===== src/hdl/rbd_pkg.sv =====
// ----------------------------------------------------------------------------
// rbd_pkg
// Shared codes and types for the ring buffer deque core and its cells.
// ----------------------------------------------------------------------------
package rbd_pkg;

  // fixed field widths
  localparam int ACT_W = 3;
  localparam int POS_W = 5;
  localparam int ST_W  = 2;

  // action codes
  localparam logic [ACT_W-1:0] ACT_PUSH_BACK  = 3'd0;
  localparam logic [ACT_W-1:0] ACT_PUSH_FRONT = 3'd1;
  localparam logic [ACT_W-1:0] ACT_POP_BACK   = 3'd2;
  localparam logic [ACT_W-1:0] ACT_POP_FRONT  = 3'd3;
  localparam logic [ACT_W-1:0] ACT_PEEK       = 3'd4;

  // status codes
  localparam logic [ST_W-1:0] ST_OK    = 2'd0;
  localparam logic [ST_W-1:0] ST_EMPTY = 2'd1;
  localparam logic [ST_W-1:0] ST_FULL  = 2'd2;
  localparam logic [ST_W-1:0] ST_RANGE = 2'd3;

  // per-cycle command broadcast to every cell
  typedef struct packed {
    logic shift_right;  // push front: every cell takes its left neighbor
    logic shift_left;   // pop front: every cell takes its right neighbor
    logic write;        // push back: the addressed cell loads the element
  } ctl_t;

endpackage


===== src/hdl/rbd_in_if.sv =====
// ----------------------------------------------------------------------------
// rbd_in_if
// Action channel: valid/ready handshake with action, element and position.
// ----------------------------------------------------------------------------
interface rbd_in_if #(
  parameter int ELEMENT_WIDTH = 32
);
  import rbd_pkg::*;

  logic                     valid;
  logic                     ready;
  logic [ACT_W-1:0]         action;
  logic [ELEMENT_WIDTH-1:0] element_in;
  logic signed [POS_W-1:0]  position;

  modport source (output valid, action, element_in, position, input ready);
  modport sink   (input valid, action, element_in, position, output ready);
endinterface


===== src/hdl/rbd_out_if.sv =====
// ----------------------------------------------------------------------------
// rbd_out_if
// Result channel: valid/ready handshake with status, element and occupancy.
// ----------------------------------------------------------------------------
interface rbd_out_if #(
  parameter int ELEMENT_WIDTH = 32,
  parameter int CNT_W         = 5
);
  import rbd_pkg::*;

  logic                     valid;
  logic                     ready;
  logic [ST_W-1:0]          status;
  logic [ELEMENT_WIDTH-1:0] element_out;
  logic [CNT_W-1:0]         occupancy;

  modport source (output valid, status, element_out, occupancy, input ready);
  modport sink   (input valid, status, element_out, occupancy, output ready);
endinterface


===== src/hdl/rbd_cell.sv =====
// ----------------------------------------------------------------------------
// rbd_cell
// One slot of the deque chain: holds one element, shifts to either neighbor,
// loads on an addressed write and drives its element on an addressed read.
// ----------------------------------------------------------------------------
module rbd_cell #(
  parameter int ELEMENT_WIDTH = 32,
  parameter int IDX_W         = 4,
  parameter int INDEX         = 0
) (
  input  logic                     clk,
  input  rbd_pkg::ctl_t            ctl,
  input  logic [IDX_W-1:0]         wr_idx,
  input  logic [IDX_W-1:0]         rd_idx,
  input  logic [ELEMENT_WIDTH-1:0] elem_i,
  input  logic [ELEMENT_WIDTH-1:0] left_i,
  input  logic [ELEMENT_WIDTH-1:0] right_i,
  output logic [ELEMENT_WIDTH-1:0] data_o,
  output logic [ELEMENT_WIDTH-1:0] rd_o
);
  import rbd_pkg::*;

  localparam logic [IDX_W-1:0] MY_IDX = IDX_W'(INDEX);

  logic [ELEMENT_WIDTH-1:0] data_r;
  logic [ELEMENT_WIDTH-1:0] data_nxt;

  // next slot contents
  always_comb begin
    data_nxt = data_r;
    if (ctl.shift_right) begin
      data_nxt = left_i;
    end else if (ctl.shift_left) begin
      data_nxt = right_i;
    end else if (ctl.write && (wr_idx == MY_IDX)) begin
      data_nxt = elem_i;
    end
  end

  // slot register, no reset needed
  always_ff @(posedge clk) begin
    data_r <= data_nxt;
  end

  assign data_o = data_r;
  // read contribution, zero unless addressed
  assign rd_o   = (rd_idx == MY_IDX) ? data_r : '0;

endmodule


===== src/hdl/ring_buffer_deque_core.sv =====
// ----------------------------------------------------------------------------
// ring_buffer_deque_core
// Fixed-capacity double-ended queue built as a row of shifting cells.
// ----------------------------------------------------------------------------
// Usage:
//   in_ch  : one transfer per action (push back, push front, pop back,
//            pop front, peek). element_in is used by pushes, position by peek;
//            a negative position counts from the back (-1 is the last element).
//   out_ch : exactly one result per action: status, element read and the
//            occupancy after the action. element_out is zero unless a pop or
//            peek returns ok.
// Cell 0 always holds the front element and cell occupancy-1 the back one:
// push front and pop front shift the whole row by one cell, push back writes
// the cell at the occupancy, pop back and peek read one addressed cell.
// The result register shows each result in the cycle after its acceptance.
// Throughput: one action per cycle while results are taken; the output
// register is the only stage, and a new action is taken while the previous
// result is taken downstream. When the receiver stalls, the result holds and
// in_ch.ready drops until the waiting result is transferred.
// Reset empties the queue (occupancy zero) and clears the output valid;
// slot contents are left as they are and never read before being written.
// ----------------------------------------------------------------------------
module ring_buffer_deque_core #(
  parameter int DEPTH         = 16,
  parameter int ELEMENT_WIDTH = 32
) (
  input logic      clk,
  input logic      rst_n,
  rbd_in_if.sink   in_ch,
  rbd_out_if.source out_ch
);
  import rbd_pkg::*;

  localparam int CNT_W = $clog2(DEPTH + 1);
  localparam int IDX_W = (DEPTH > 1) ? $clog2(DEPTH) : 1;
  localparam int PW    = ((CNT_W > POS_W) ? CNT_W : POS_W) + 1;
  localparam logic [CNT_W-1:0] FULL_CNT = CNT_W'(DEPTH);

  logic                     accept;
  logic [CNT_W-1:0]         count_r;
  logic [CNT_W-1:0]         count_nxt;
  logic [CNT_W-1:0]         cnt_dec;
  ctl_t                     ctl_req;
  ctl_t                     ctl;
  logic [IDX_W-1:0]         wr_idx;
  logic [IDX_W-1:0]         rd_idx;
  logic                     rd_hit;
  logic [ST_W-1:0]          status_nxt;
  logic [PW-1:0]            pos_ext;
  logic [PW-1:0]            cnt_ext;
  logic [PW-1:0]            peek_idx;
  logic                     peek_ok;
  logic [ELEMENT_WIDTH-1:0] cell_q  [DEPTH];
  logic [ELEMENT_WIDTH-1:0] cell_rd [DEPTH];
  logic [ELEMENT_WIDTH-1:0] rd_bus;
  logic [ELEMENT_WIDTH-1:0] elem_nxt;

  logic                     out_valid_r;
  logic [ST_W-1:0]          status_r;
  logic [ELEMENT_WIDTH-1:0] elem_r;
  logic [CNT_W-1:0]         occ_r;

  // handshake
  assign in_ch.ready = !out_valid_r || out_ch.ready;
  assign accept      = in_ch.valid && in_ch.ready;

  // peek index, from the front or from the back
  assign cnt_dec  = count_r - 1'b1;
  assign pos_ext  = {{(PW-POS_W){in_ch.position[POS_W-1]}}, in_ch.position};
  assign cnt_ext  = PW'(count_r);
  assign peek_idx = in_ch.position[POS_W-1] ? (cnt_ext + pos_ext) : pos_ext;
  assign peek_ok  = !peek_idx[PW-1] && (peek_idx < cnt_ext);

  // action decode
  always_comb begin
    ctl_req    = '0;
    wr_idx     = count_r[IDX_W-1:0];
    rd_idx     = '0;
    rd_hit     = 1'b0;
    status_nxt = ST_OK;
    count_nxt  = count_r;
    case (in_ch.action)
      ACT_PUSH_BACK: begin
        if (count_r == FULL_CNT) begin
          status_nxt = ST_FULL;
        end else begin
          ctl_req.write = 1'b1;
          count_nxt     = count_r + 1'b1;
        end
      end
      ACT_PUSH_FRONT: begin
        if (count_r == FULL_CNT) begin
          status_nxt = ST_FULL;
        end else begin
          ctl_req.shift_right = 1'b1;
          count_nxt           = count_r + 1'b1;
        end
      end
      ACT_POP_BACK: begin
        rd_idx = cnt_dec[IDX_W-1:0];
        if (count_r == '0) begin
          status_nxt = ST_EMPTY;
        end else begin
          rd_hit    = 1'b1;
          count_nxt = cnt_dec;
        end
      end
      ACT_POP_FRONT: begin
        if (count_r == '0) begin
          status_nxt = ST_EMPTY;
        end else begin
          rd_hit             = 1'b1;
          ctl_req.shift_left = 1'b1;
          count_nxt          = cnt_dec;
        end
      end
      ACT_PEEK: begin
        rd_idx = peek_idx[IDX_W-1:0];
        if (peek_ok) begin
          rd_hit = 1'b1;
        end else begin
          status_nxt = ST_RANGE;
        end
      end
      default: begin
      end
    endcase
  end

  // commands only take effect on an accepted transfer
  assign ctl = accept ? ctl_req : '0;

  // row of cells; cell 0 takes the pushed element on a front shift
  for (genvar i = 0; i < DEPTH; i++) begin : g_cell
    logic [ELEMENT_WIDTH-1:0] left_d;
    logic [ELEMENT_WIDTH-1:0] right_d;
    if (i == 0) begin : g_first
      assign left_d = in_ch.element_in;
    end else begin : g_mid_l
      assign left_d = cell_q[i-1];
    end
    if (i == DEPTH - 1) begin : g_last
      assign right_d = cell_q[i];
    end else begin : g_mid_r
      assign right_d = cell_q[i+1];
    end
    rbd_cell #(
      .ELEMENT_WIDTH(ELEMENT_WIDTH),
      .IDX_W        (IDX_W),
      .INDEX        (i)
    ) u_cell (
      .clk    (clk),
      .ctl    (ctl),
      .wr_idx (wr_idx),
      .rd_idx (rd_idx),
      .elem_i (in_ch.element_in),
      .left_i (left_d),
      .right_i(right_d),
      .data_o (cell_q[i]),
      .rd_o   (cell_rd[i])
    );
  end

  // combine the one addressed cell onto the read bus
  always_comb begin
    rd_bus = '0;
    for (int i = 0; i < DEPTH; i++) begin
      rd_bus = rd_bus | cell_rd[i];
    end
  end

  assign elem_nxt = rd_hit ? rd_bus : '0;

  // occupancy counter
  always_ff @(posedge clk) begin
    if (!rst_n) begin
      count_r <= '0;
    end else if (accept) begin
      count_r <= count_nxt;
    end
  end

  // result register
  always_ff @(posedge clk) begin
    if (!rst_n) begin
      out_valid_r <= 1'b0;
    end else if (accept) begin
      out_valid_r <= 1'b1;
    end else if (out_ch.ready) begin
      out_valid_r <= 1'b0;
    end
  end

  always_ff @(posedge clk) begin
    if (accept) begin
      status_r <= status_nxt;
      elem_r   <= elem_nxt;
      occ_r    <= count_nxt;
    end
  end

  assign out_ch.valid       = out_valid_r;
  assign out_ch.status      = status_r;
  assign out_ch.element_out = elem_r;
  assign out_ch.occupancy   = occ_r;

  // occupancy never exceeds capacity
  a_count_bound: assert property (@(posedge clk) disable iff (!rst_n)
    count_r <= FULL_CNT)
    else $error("occupancy above capacity");

  // a refused push is only reported with a full queue
  a_full_status: assert property (@(posedge clk) disable iff (!rst_n)
    (out_valid_r && status_r == ST_FULL) |-> (occ_r == FULL_CNT))
    else $error("full status with room left");

  // no element leaks out with a failing status
  a_zero_on_fail: assert property (@(posedge clk) disable iff (!rst_n)
    (out_valid_r && status_r != ST_OK) |-> (elem_r == '0))
    else $error("element returned with non-ok status");

  // a successful pop lowers the occupancy by one
  a_pop_dec: assert property (@(posedge clk) disable iff (!rst_n)
    (accept && count_r != '0 &&
     (in_ch.action == ACT_POP_BACK || in_ch.action == ACT_POP_FRONT))
    |=> (count_r == $past(count_r) - 1'b1))
    else $error("pop did not lower occupancy");

endmodule

===== src/flat_wrapper.sv =====
// flat-port wrapper written by rule: the top's interface ports become plain ports
module ring_buffer_deque_core_flat import rbd_pkg::*;
#(
  parameter int DEPTH         = 16,
  parameter int ELEMENT_WIDTH = 32
)
  (clk, rst_n, in_ch_valid, in_ch_action, in_ch_element_in, in_ch_position, in_ch_ready, out_ch_valid, out_ch_status, out_ch_element_out, out_ch_occupancy, out_ch_ready);
  rbd_in_if #(.ELEMENT_WIDTH(ELEMENT_WIDTH)) in_ch_i ();
  rbd_out_if #(.ELEMENT_WIDTH(ELEMENT_WIDTH)) out_ch_i ();
  input logic clk;
  input logic rst_n;
  input wire logic [$bits(in_ch_i.valid)-1:0] in_ch_valid;
  input wire logic [$bits(in_ch_i.action)-1:0] in_ch_action;
  input wire logic [$bits(in_ch_i.element_in)-1:0] in_ch_element_in;
  input wire logic [$bits(in_ch_i.position)-1:0] in_ch_position;
  output wire logic [$bits(in_ch_i.ready)-1:0] in_ch_ready;
  output wire logic [$bits(out_ch_i.valid)-1:0] out_ch_valid;
  output wire logic [$bits(out_ch_i.status)-1:0] out_ch_status;
  output wire logic [$bits(out_ch_i.element_out)-1:0] out_ch_element_out;
  output wire logic [$bits(out_ch_i.occupancy)-1:0] out_ch_occupancy;
  input wire logic [$bits(out_ch_i.ready)-1:0] out_ch_ready;
  assign in_ch_i.valid = in_ch_valid;
  assign in_ch_i.action = in_ch_action;
  assign in_ch_i.element_in = in_ch_element_in;
  assign in_ch_i.position = in_ch_position;
  assign in_ch_ready = in_ch_i.ready;
  assign out_ch_valid = out_ch_i.valid;
  assign out_ch_status = out_ch_i.status;
  assign out_ch_element_out = out_ch_i.element_out;
  assign out_ch_occupancy = out_ch_i.occupancy;
  assign out_ch_i.ready = out_ch_ready;
  ring_buffer_deque_core #(.DEPTH(DEPTH), .ELEMENT_WIDTH(ELEMENT_WIDTH)) u_core (.clk(clk), .rst_n(rst_n), .in_ch(in_ch_i), .out_ch(out_ch_i));
endmodule

===== config.mk =====
export PLATFORM = sky130hd
export DESIGN_NAME = ring_buffer_deque_core_flat
export DESIGN_NICKNAME = d
export VERILOG_FILES = /design/src/hdl/rbd_pkg.sv /design/src/hdl/rbd_in_if.sv /design/src/hdl/rbd_out_if.sv /design/src/hdl/rbd_cell.sv /design/src/hdl/ring_buffer_deque_core.sv /design/src/flat_wrapper.sv
export SDC_FILE = /design/constraint.sdc
export NUM_CORES = 1
export LEC_CHECK = 0
export ABC_AREA = 1
export BUFFER_PORTS_ARGS = -buffer_cell sky130_fd_sc_hd__buf_2
export CORE_MARGIN = 10
export CORE_UTILIZATION = 40
export DETAILED_ROUTE_END_ITERATION = 16
export SYNTH_ARGS = -nofsm -noshare
export SYNTH_HDL_FRONTEND = slang
export SYNTH_SLANG_ARGS = --single-unit

===== constraint.sdc =====
create_clock -name clk -period 11 [get_ports clk]
set_input_delay 2.75 -clock clk [delete_from_list [all_inputs] [get_ports clk]]
set_output_delay 2.75 -clock clk [all_outputs]
set_load 0.03 [all_outputs]

---- After elaboration in Yosys (flattened, before gate mapping) ----
Cells that the tools add are included.
cells by class
  add/sub/neg operators ................... 3
  magnitude comparators ................... 1
  equal/unequal tests ..................... 36
  mux-type cells .......................... 83
  bitwise operators ....................... 15
  reductions and logical operators ........ 45
operators with widths
  cell                                              count
  2-to-1 mux 32 bit                                 64
  OR 32 bit                                         15
  == test 4 bit, second input constant              16
  nonzero test 3 bit                                15
  == test 4 x 3 -> 1 bit, second input constant     8
  logical AND 1 bit                                 18
  == test 4 x 2 -> 1 bit, second input constant     4
  2-to-1 mux 5 bit                                  2
  case mux 5 bit (2 select lines)                   1
  2-to-1 mux 1 bit                                  9
  == test 4 x 1 -> 1 bit, second input constant     2
  zero test 4 bit                                   2
  case mux 4 bit (2 select lines)                   1
  adder 5 x 6 -> 6 bit                              1
  == test 3 x 2 -> 1 bit, second input constant     2
  < comparator 6 x 5 -> 1 bit                       1
  2-to-1 mux 6 bit                                  1
  case mux 2 bit (3 select lines)                   1
  adder 5 x 1 -> 5 bit, second input constant       1
  == test 5 bit, second input constant              1
  zero test 5 bit                                   1
  subtractor 5 x 1 -> 5 bit, second input constant  1
  2-to-1 mux 2 bit                                  2
  nonzero test 2 bit                                2
  other kinds (10)                                  12
word-level totals
  flip-flop bits (word level) ............. 557
  output and inout bits ................... 41
  logic and storage cells ................. 204

---- Depth between registers and ports, before layout ----
Gate-level depths: netlist (run 1).
  depth after elaboration ................. 20
  mapped depth ............................ 18

---- By module ----
A second synthesis (run 1) with hierarchy kept.
unflattened totals
  cell total of the unflattened synthesis .. 6,037
  area total of the unflattened synthesis .. 41,139.5 um^2
by module, submodules not included
  module                                   instances  cells each  area each (um^2)  sequential area each (um^2)
  rbd_cell (u_core.g_cell[10].u_cell ...)  4          349         2,372.3           960.9
  rbd_cell (u_core.g_cell[4].u_cell ...)   2          349         2,374.8           960.9
  rbd_cell (u_core.g_cell[1].u_cell ...)   2          348         2,371.0           960.9
  rbd_cell (u_core.g_cell[12].u_cell ...)  2          347         2,364.8           960.9
  rbd_cell (u_core.g_cell[11].u_cell ...)  2          352         2,347.3           960.9
  rbd_cell (u_core.g_cell[13].u_cell ...)  2          350         2,342.2           960.9
  ring_buffer_deque_core                   1          458         3,465.8           1,291.2
  rbd_cell (u_core.g_cell[15].u_cell)      1          344         2,309.7           960.9
  rbd_cell (u_core.g_cell[0].u_cell)       1          347         2,274.7           960.9

---- Worst setup path after synthesis (run 1) ----
OpenSTA, ideal clock, no wires.
  path type ............................... input to register
  start point ............................. input out_ch_ready
  end point ............................... register u_core.g_cell[10].u_cell.data_r[0], enable pin
  arrival ................................. 6.174 ns
  required time ........................... 10.534 ns
  path slack .............................. 4.360 ns
  cell stages on the path ................. 6
  path through ............................ inv_1 -> nand2_1 -> nand2_1 -> nor3_1 -> nand2_1 -> o21ai_0
between the ends
  word-level cells in the longest chain between the ends .. 5
ends and longest elaborated chain
  what                              line                           text
  start, declared                   flat_wrapper.sv:21             input wire logic [$bits(out_ch_i.ready)-1:0] out_ch_ready;
  logical OR 1 bit (*)              ring_buffer_deque_core.sv:64   assign in_ch.ready = !out_valid_r || out_ch.ready;
  named net in_ch_ready             flat_wrapper.sv:16             output wire logic [$bits(in_ch_i.ready)-1:0] in_ch_ready;
  logical AND 1 bit (*)             ring_buffer_deque_core.sv:65   assign accept = in_ch.valid && in_ch.ready;
  2-to-1 mux 3 bit (*)              ring_buffer_deque_core.sv:131  assign ctl = accept ? ctl_req : '0;
  logical AND 1 bit                 rbd_cell.sv:35                 end else if (ctl.write && (wr_idx == MY_IDX)) begin
  nonzero test 3 bit (no line) (*)  n/a
  end signal, assigned              rbd_cell.sv:42                 data_r <= data_nxt;
  end, declared                     rbd_cell.sv:25                 logic [ELEMENT_WIDTH-1:0] data_r;
The timed path passes the listed nets; every way through them passes the cells marked *.
A chain may end at the register's enable or synchronous reset.

---- Final worst setup path (run 1) ----
  start point ............................. input in_ch_position[2]
  end point ............................... register u_core.elem_r[14] (netlist: u_core.out_ch.element_out[14]) (data pin)
between the ends
  word-level cells in the longest chain between the ends .. 20
ends and longest elaborated chain
  what                                                              line                           text
  start, declared                                                   flat_wrapper.sv:15             input wire logic [$bits(in_ch_i.position)-1:0] in_ch_position;
  adder 5 x 6 -> 6 bit                                              ring_buffer_deque_core.sv:71   assign peek_idx = in_ch.position[POS_W-1] ? (cnt_ext + pos_ext) : pos_ext;
  2-to-1 mux 6 bit (*)                                              ring_buffer_deque_core.sv:71
  case mux 4 bit (2 select lines)                                   ring_buffer_deque_core.sv:82   case (in_ch.action)
  == test 4 x 1 -> 1 bit / zero test 4 bit (equally long branches)  rbd_cell.sv:47                 assign rd_o = (rd_idx == MY_IDX) ? data_r : '0;
  2-to-1 mux 32 bit                                                 rbd_cell.sv:47
  OR 32 bit (15 in series)                                          ring_buffer_deque_core.sv:168  rd_bus = rd_bus | cell_rd[i];
  end signal, assigned                                              ring_buffer_deque_core.sv:197  elem_r <= elem_nxt;
  end, declared                                                     ring_buffer_deque_core.sv:60   logic [ELEMENT_WIDTH-1:0] elem_r;
Every way passes the cells marked *; elsewhere a longest branch is shown, timed or not.

==> results of run 1 <==
-- power groups by stage --
stage          logic (W)  clock network (W)  registers, W
2_1_floorplan   0.000401                  0       0.00258
3_3_place_gp    0.000634                  0       0.00257
3_5_place_dp    0.000644                  0       0.00257
4_1_cts         0.000644            0.00198       0.00253
5_1_grt         0.000707            0.00206       0.00254
6_report        0.000649            0.00196       0.00253
-- worst min-delay path: stages, from the launching register on --
cell	delay (ps)
dfxtp_1	310
nand2_1	90
a21oi_1	70
-- metrics by stage --
stage / setup slack [ps] / total power [W] / hold slack (ps)
floorplan: 4360 / 0.002981 / 518.7
global placement: 4444 / 0.003208 / 492.2
detailed placement: 4402 / 0.003216 / 502.1
CTS: 5056 / 0.005156 / 512.6
global route: 4697 / 0.005308 / 559.3
finish: 4963 / 0.005139 / 513.2
-- worst paths after layout --
kind / startpoint / end / slack [ps]
max: in_ch_position[2] / u_core.out_ch.element_out[14]$_SDFFCE_PN0P_ / 4960
min: u_core.out_ch.valid$_SDFFE_PN0P_ / u_core.out_ch.valid$_SDFFE_PN0P_ / 510
max reg2reg: u_core.count_r[0]$_SDFFE_PN0P_ / u_core.g_cell[7].u_cell.data_o[23]$_DFFE_PP_ / 6340
min reg2reg: u_core.out_ch.valid$_SDFFE_PN0P_ / u_core.out_ch.valid$_SDFFE_PN0P_ / 510
-- registers in the layout, summed over array words and instances, names as in the netlist --
register / count
u_core.out_ch.element_out: 32
u_core.out_ch.status: 2
u_core.out_ch.occupancy: 5
u_core.g_cell.u_cell.data_o: 512
u_core.out_ch.valid: 1
u_core.count_r: 5
-- cell usage in the layout (no fill, tap or decap), types with 2 or more instances in the layout --
master and n:
o21ai_1 8, diode_2 2, clkinv_2 10, ha_1 13, edfxtp_1 551, xor2_1 4, o21ai_4 13, nand4_1 256
clkinv_1 16, inv_1 54, a21oi_1 11, bufinv_16 2, o211ai_1 32, o21ai_2 2, buf_2 84, nand2_1 1355
dfxtp_1 6, clkbuf_16 62, buf_12 6, nand3_1 650, nor2_4 5, nor3_4 4, o21ai_0 69, inv_4 2
clkbuf_1 17, buf_4 38, a211oi_1 3, nor2_2 2, nand2_2 3, nor2_1 205, inv_2 9
-- logic make-up (layout without fill, tap and decap cells) --
group / Yosys count / count (layout) / share of synthesized area
flops: 557 / 557 / 0.5526
buf+inv: 356 / 304 / 0.05248
fa+ha+maj: 14 / 14 / 0.006057
compound gates: 143 / 143 / 0.02763
xor+xnor: 5 / 5 / 0.001452
other cells: 0 / 2 / 0
simple gates: 2484 / 2484 / 0.3598
-- layer usage --
layer	vias to the layer above	wire length, um	track usage
li1	12160	-	-
met1	12590	42460	0.3100
met2	1259	46190	0.3565
met3	180	8174	0.02837
met4	0	3414	0.08326
met5	-	0	0
-- cell type report --
type	count	area, um^2
fill	7345	41640
sequential	557	16670
multi-input combinational	2646	12140
clock buffer	79	1615
tap	969	1212
timing repair buffer	128	825.8
inverter	66	254.0
clock inverter	31	217.7
antenna	2	5.005
==> impl_metrics.json, run 1 <==
{
  "outcome": "finished, final reports clean",
  "yosysWarnings": 0,
  "rsz0062_at_grt": "false",
  "hold_class": "reg -> reg",
  "synth_nets": 3617,
  "p_leak_nw": 12.37,
  "stdcell_area_mm2": 0.03294,
  "postCtsSetupBuffers": 0,
  "fin_skew_ps": 32.51,
  "wl_mm": 100.2,
  "drcViolationCount": 0,
  "h-tree-depth": 2,
  "grt_pass1_vias": 24290,
  "postCtsResizedCells": 0,
  "synth_top_area_cell": "edfxtp_1",
  "synth_top_area_frac": 0.5486,
  "placed_cells": 4366,
  "cts_buffer_depth": 3,
  "cp_top_family": "simple AND/OR/NAND/NOR gates",
  "netlist_area_mm2": 0.03016,
  "cap_violations": 0,
  "hold_violations": 0,
  "final.period_utilization": 0.5488,
  "dieArea_mm2": 0.08678,
  "cp_slowest_cell": "buf_4",
  "fp.dieH_um": 294.6,
  "fmax_mhz": 165.6,
  "dieWidth_um": 294.6,
  "cp.depth": 17,
  "finalSetupViolations": 0,
  "grt_max_degree": 202,
  "synth_common_cells": "nand2_1, nand3_1, edfxtp_1",
  "synth_edf_count": 551,
  "ant_nets": 0,
  "place_hpwl_mm": 52.63,
  "peakVddDrop_uv": 134.9,
  "synth-seq-cells": 557,
  "crit_top_cell": "nand2_1",
  "initial_core_util": 0.4044,
  "synthFlopType": "edfxtp_1",
  "vias_per_cell": 5.849,
  "nets": 3518,
  "tritoncts": "yes",
  "reg2reg_depth": 12,
  "dpl_cell_area_mm2": 0.03110,
  "worst_pin_slew_ps": 1121,
  "clock_sinks": 557,
  "gr-total-overflow": 0,
  "fin_util": 0.4417,
  "crit_path_max_fanout": 84,
  "port_buffers": 84,
  "cts_root_buf": "clkbuf_16",
  "ys_seq_area_frac": 0.5526,
  "synth_most_common_cell": "nand2_1",
  "endpoint_kind": "flip-flop",
  "tns_ps": 0,
  "relSlewSlack": 0.2524,
  "globalplace.congestion": 0.8138,
  "slew_viol_final": 0,
  "antenna_found_initial": 3,
  "combPwrFrac": 0.126,
  "drive_gt1_frac": 0.07186,
  "worstSetupStartpointType": "input pin",
  "synthTopCellsByArea": "edfxtp_1, nand2_1, nand3_1",
  "grtUsageTotal": 0.2244,
  "async_flop_share": 0,
  "ios": 85,
  "coreArea_mm2": 0.07457,
  "switchingPower_w": 0.001447,
  "clk_latency_ps": 660,
  "syn_inst": 3559,
  "clk_pin_slew_ps": 60,
  "hold_depth": 2,
  "holdBufCountCts": 0,
  "syn_to_final_growth_pct": 9.201,
  "fin_crit_ps": 6037,
  "worstSetupPathType": "in -> reg",
  "power_frac_clock": 0.381,
  "pwr-share-seq": 0.493,
  "firstDrtPassIters": 7,
  "synth.distinct_cells": 35,
  "crit_chain": "buf_2 -> ha_1 -> nand3_1 -> nand3_1 -> nand2_1 -> nand3_1 -> nand2_1 -> nand2_1 -> nand2_8 -> nor2_4 -> buf_4 -> nand3_1 -> nand2_1 -> nor2_1 -> nand2_1 -> nor2_1 -> nor2_1",
  "routedWlPerCell_um": 22.38,
  "switching_share": 0.2816,
  "syn_avg_cell_area_um2": 8.474,
  "via_count": 26190,
  "crit_path_max_incr_delay_ps": 850,
  "arrival_ps": 6510,
  "cellPowerDensity_mw_per_mm2": 156.0,
  "drt_iter0_drc": 3719,
  "crit_buf_inv": 2,
  "cts_made_buffers": 61,
  "required_ps": 11470,
  "instances_no_fill": 4478,
  "grt_pass1_wl_mm": 151.7,
  "rows": 100,
  "internal_power_w": 0.003692
}
Note: power is estimated with default switching activity, not from simulation.
==> run 2: changes to the inputs <==
==> constraint.sdc (replaced) <==
create_clock -name clk -period 5.85 [get_ports clk]
set_input_delay 1.4625 -clock clk [delete_from_list [all_inputs] [get_ports clk]]
set_output_delay 1.4625 -clock clk [all_outputs]
set_load 0.03 [all_outputs]
==> impl_metrics.json, run 2 (synthesized netlist as in run 1, its figures left out) <==
{
  "worst_pin_slew_ps": 1100,
  "drive_gt1_frac": 0.07913,
  "routedWlPerCell_um": 22.81,
  "finalSetupViolations": 0,
  "hold_violations": 0,
  "crit_top_cell": "nand2_1",
  "worstSetupPathType": "in -> reg",
  "fin_crit_ps": 4147,
  "rows": 100,
  "required_ps": 6140,
  "holdBufCountCts": 0,
  "globalplace.congestion": 0.8225,
  "ant_nets": 0,
  "met2_usage": 0.3722,
  "gr-total-overflow": 0,
  "crit_path_max_fanout": 190,
  "p_leak_nw": 12.55,
  "dieWidth_um": 294.6,
  "cts_root_buf": "clkbuf_16",
  "postCtsSetupBuffers": 0,
  "cts_buffer_depth": 3,
  "final_cell_mix": "nand2_1, nand3_1, edfxtp_1, nand4_1, nor2_1",
  "clock_sinks": 557,
  "layout_commonest_cell": "nand2_1",
  "relSlewSlack": 0.2667,
  "tns_ps": 0,
  "endpoint_kind": "flip-flop",
  "rsz0062_at_grt": "false",
  "cp_top_family": "buffers and inverters",
  "wl_mm": 102.6,
  "grt_use_met3": 0.02829,
  "peakVddDrop_uv": 229.8,
  "postCtsResizedCells": 0,
  "port_buffers": 84,
  "arrival_ps": 4440,
  "grt_pass1_wl_mm": 155.0,
  "grtUsageTotal": 0.2295,
  "final.period_utilization": 0.7088,
  "grt_use_met1": 0.3207,
  "crit_buf_inv": 5,
  "nets": 3536,
  "crit_path_max_incr_delay_ps": 580,
  "dpl_cell_area_mm2": 0.03140,
  "crit_chain": "buf_2 -> inv_1 -> nand2_1 -> nand2_1 -> nor3_4 -> buf_12 -> inv_2 -> o21ai_4 -> buf_4",
  "slew_viol_final": 0,
  "stdcell_area_mm2": 0.03330,
  "place_hpwl_mm": 55.98,
  "clk_pin_slew_ps": 60,
  "antenna_found_initial": 1,
  "via_count": 26630,
  "fin_ws_ps": 1703,
  "grt_pass1_vias": 24730,
  "placed_cells": 4384,
  "tritoncts": "yes",
  "fp.dieH_um": 294.6,
  "coreArea_mm2": 0.07457,
  "worstSetupStartpointType": "input pin",
  "grt_max_degree": 231,
  "cp_slowest_cell": "inv_2",
  "hold_ws_ps": 524.2,
  "hold_class": "reg -> reg",
  "vias_per_cell": 5.923,
  "dieArea_mm2": 0.08678,
  "ios": 85,
  "fin_skew_ps": 29.01,
  "instances_no_fill": 4496,
  "cts_made_buffers": 61,
  "grt_busiest_layer": "met2",
  "drcViolationCount": 0,
  "outcome": "finished, final reports clean",
  "fillers": 7265,
  "dp_slack_ps": 1132,
  "cellPowerDensity_mw_per_mm2": 295.5,
  "h-tree-depth": 2,
  "syn_to_final_growth_pct": 10.43,
  "clk_latency_ps": 650,
  "initial_core_util": 0.4044,
  "fmax_mhz": 241.2,
  "largest_register_ffs": 512,
  "drt_iter0_drc": 3762,
  "cap_violations": 0,
  "firstDrtPassIters": 6
}
==> run 2: final timing paths <==
check                                        start                                             to  slack [ps]  cells after the start
hold reg to reg   u_core.out_ch.valid$_SDFFE_PN0P_               u_core.out_ch.valid$_SDFFE_PN0P_         520                      2
hold / removal    u_core.out_ch.valid$_SDFFE_PN0P_               u_core.out_ch.valid$_SDFFE_PN0P_         520                      2
setup reg to reg    u_core.count_r[0]$_SDFFE_PN0P_  u_core.g_cell[15].u_cell.data_o[14]$_DFFE_PP_        1790                      9
setup / recovery                      out_ch_ready  u_core.g_cell[15].u_cell.data_o[14]$_DFFE_PP_        1700                      9
==> run 2: metrics by stage <==
stage	util	total power, W
after floorplan	-	0.005606
after global placement	0.4210	0.006072
after detailed placement	0.4210	0.006088
after CTS	0.4466	0.009869
after global routing	0.4466	0.01016
final	0.4466	0.009840
==> run 2: final cells by class <==
cell class / count / area, um^2 / share of cell area
Sequential cell: 557 / 16670 / 0.5004
Multi-Input combinational cell: 2646 / 12140 / 0.3645
Clock buffer: 75 / 1600 / 0.04805
Tap cell: 969 / 1212 / 0.03640
Timing Repair Buffer: 146 / 1124 / 0.03374
Clock inverter: 36 / 306.5 / 0.009204
Inverter: 66 / 254.0 / 0.007626
Antenna cell: 1 / 2.502 / 0.00007514
==> run 2: metal layers <==
layer	wire [um]	up-vias
li1	-	12180
met1	42820	12850
met2	48100	1432
met3	9099	177
met4	2539	0
met5	0	-
==> run 2: worst reg2reg max path: cells and delay by family, from the launching register on <==
family                   cells  cell delay, ps
buffers and inverters        4            1980
flip-flops                   1             550
AND/OR/NAND/NOR              3             520
adder cells (fa/ha/maj)      1             320
AO/OA/AOI/OAI                1             320
==> run 2: report_power, final <==
group | leakage (nW) | switching (W) | internal, W
clock | 0.939 | 0.00167 | 0.00215
sequential | 5.12 | 0.000124 | 0.00463
combinational | 6.49 | 0.000960 | 0.000307
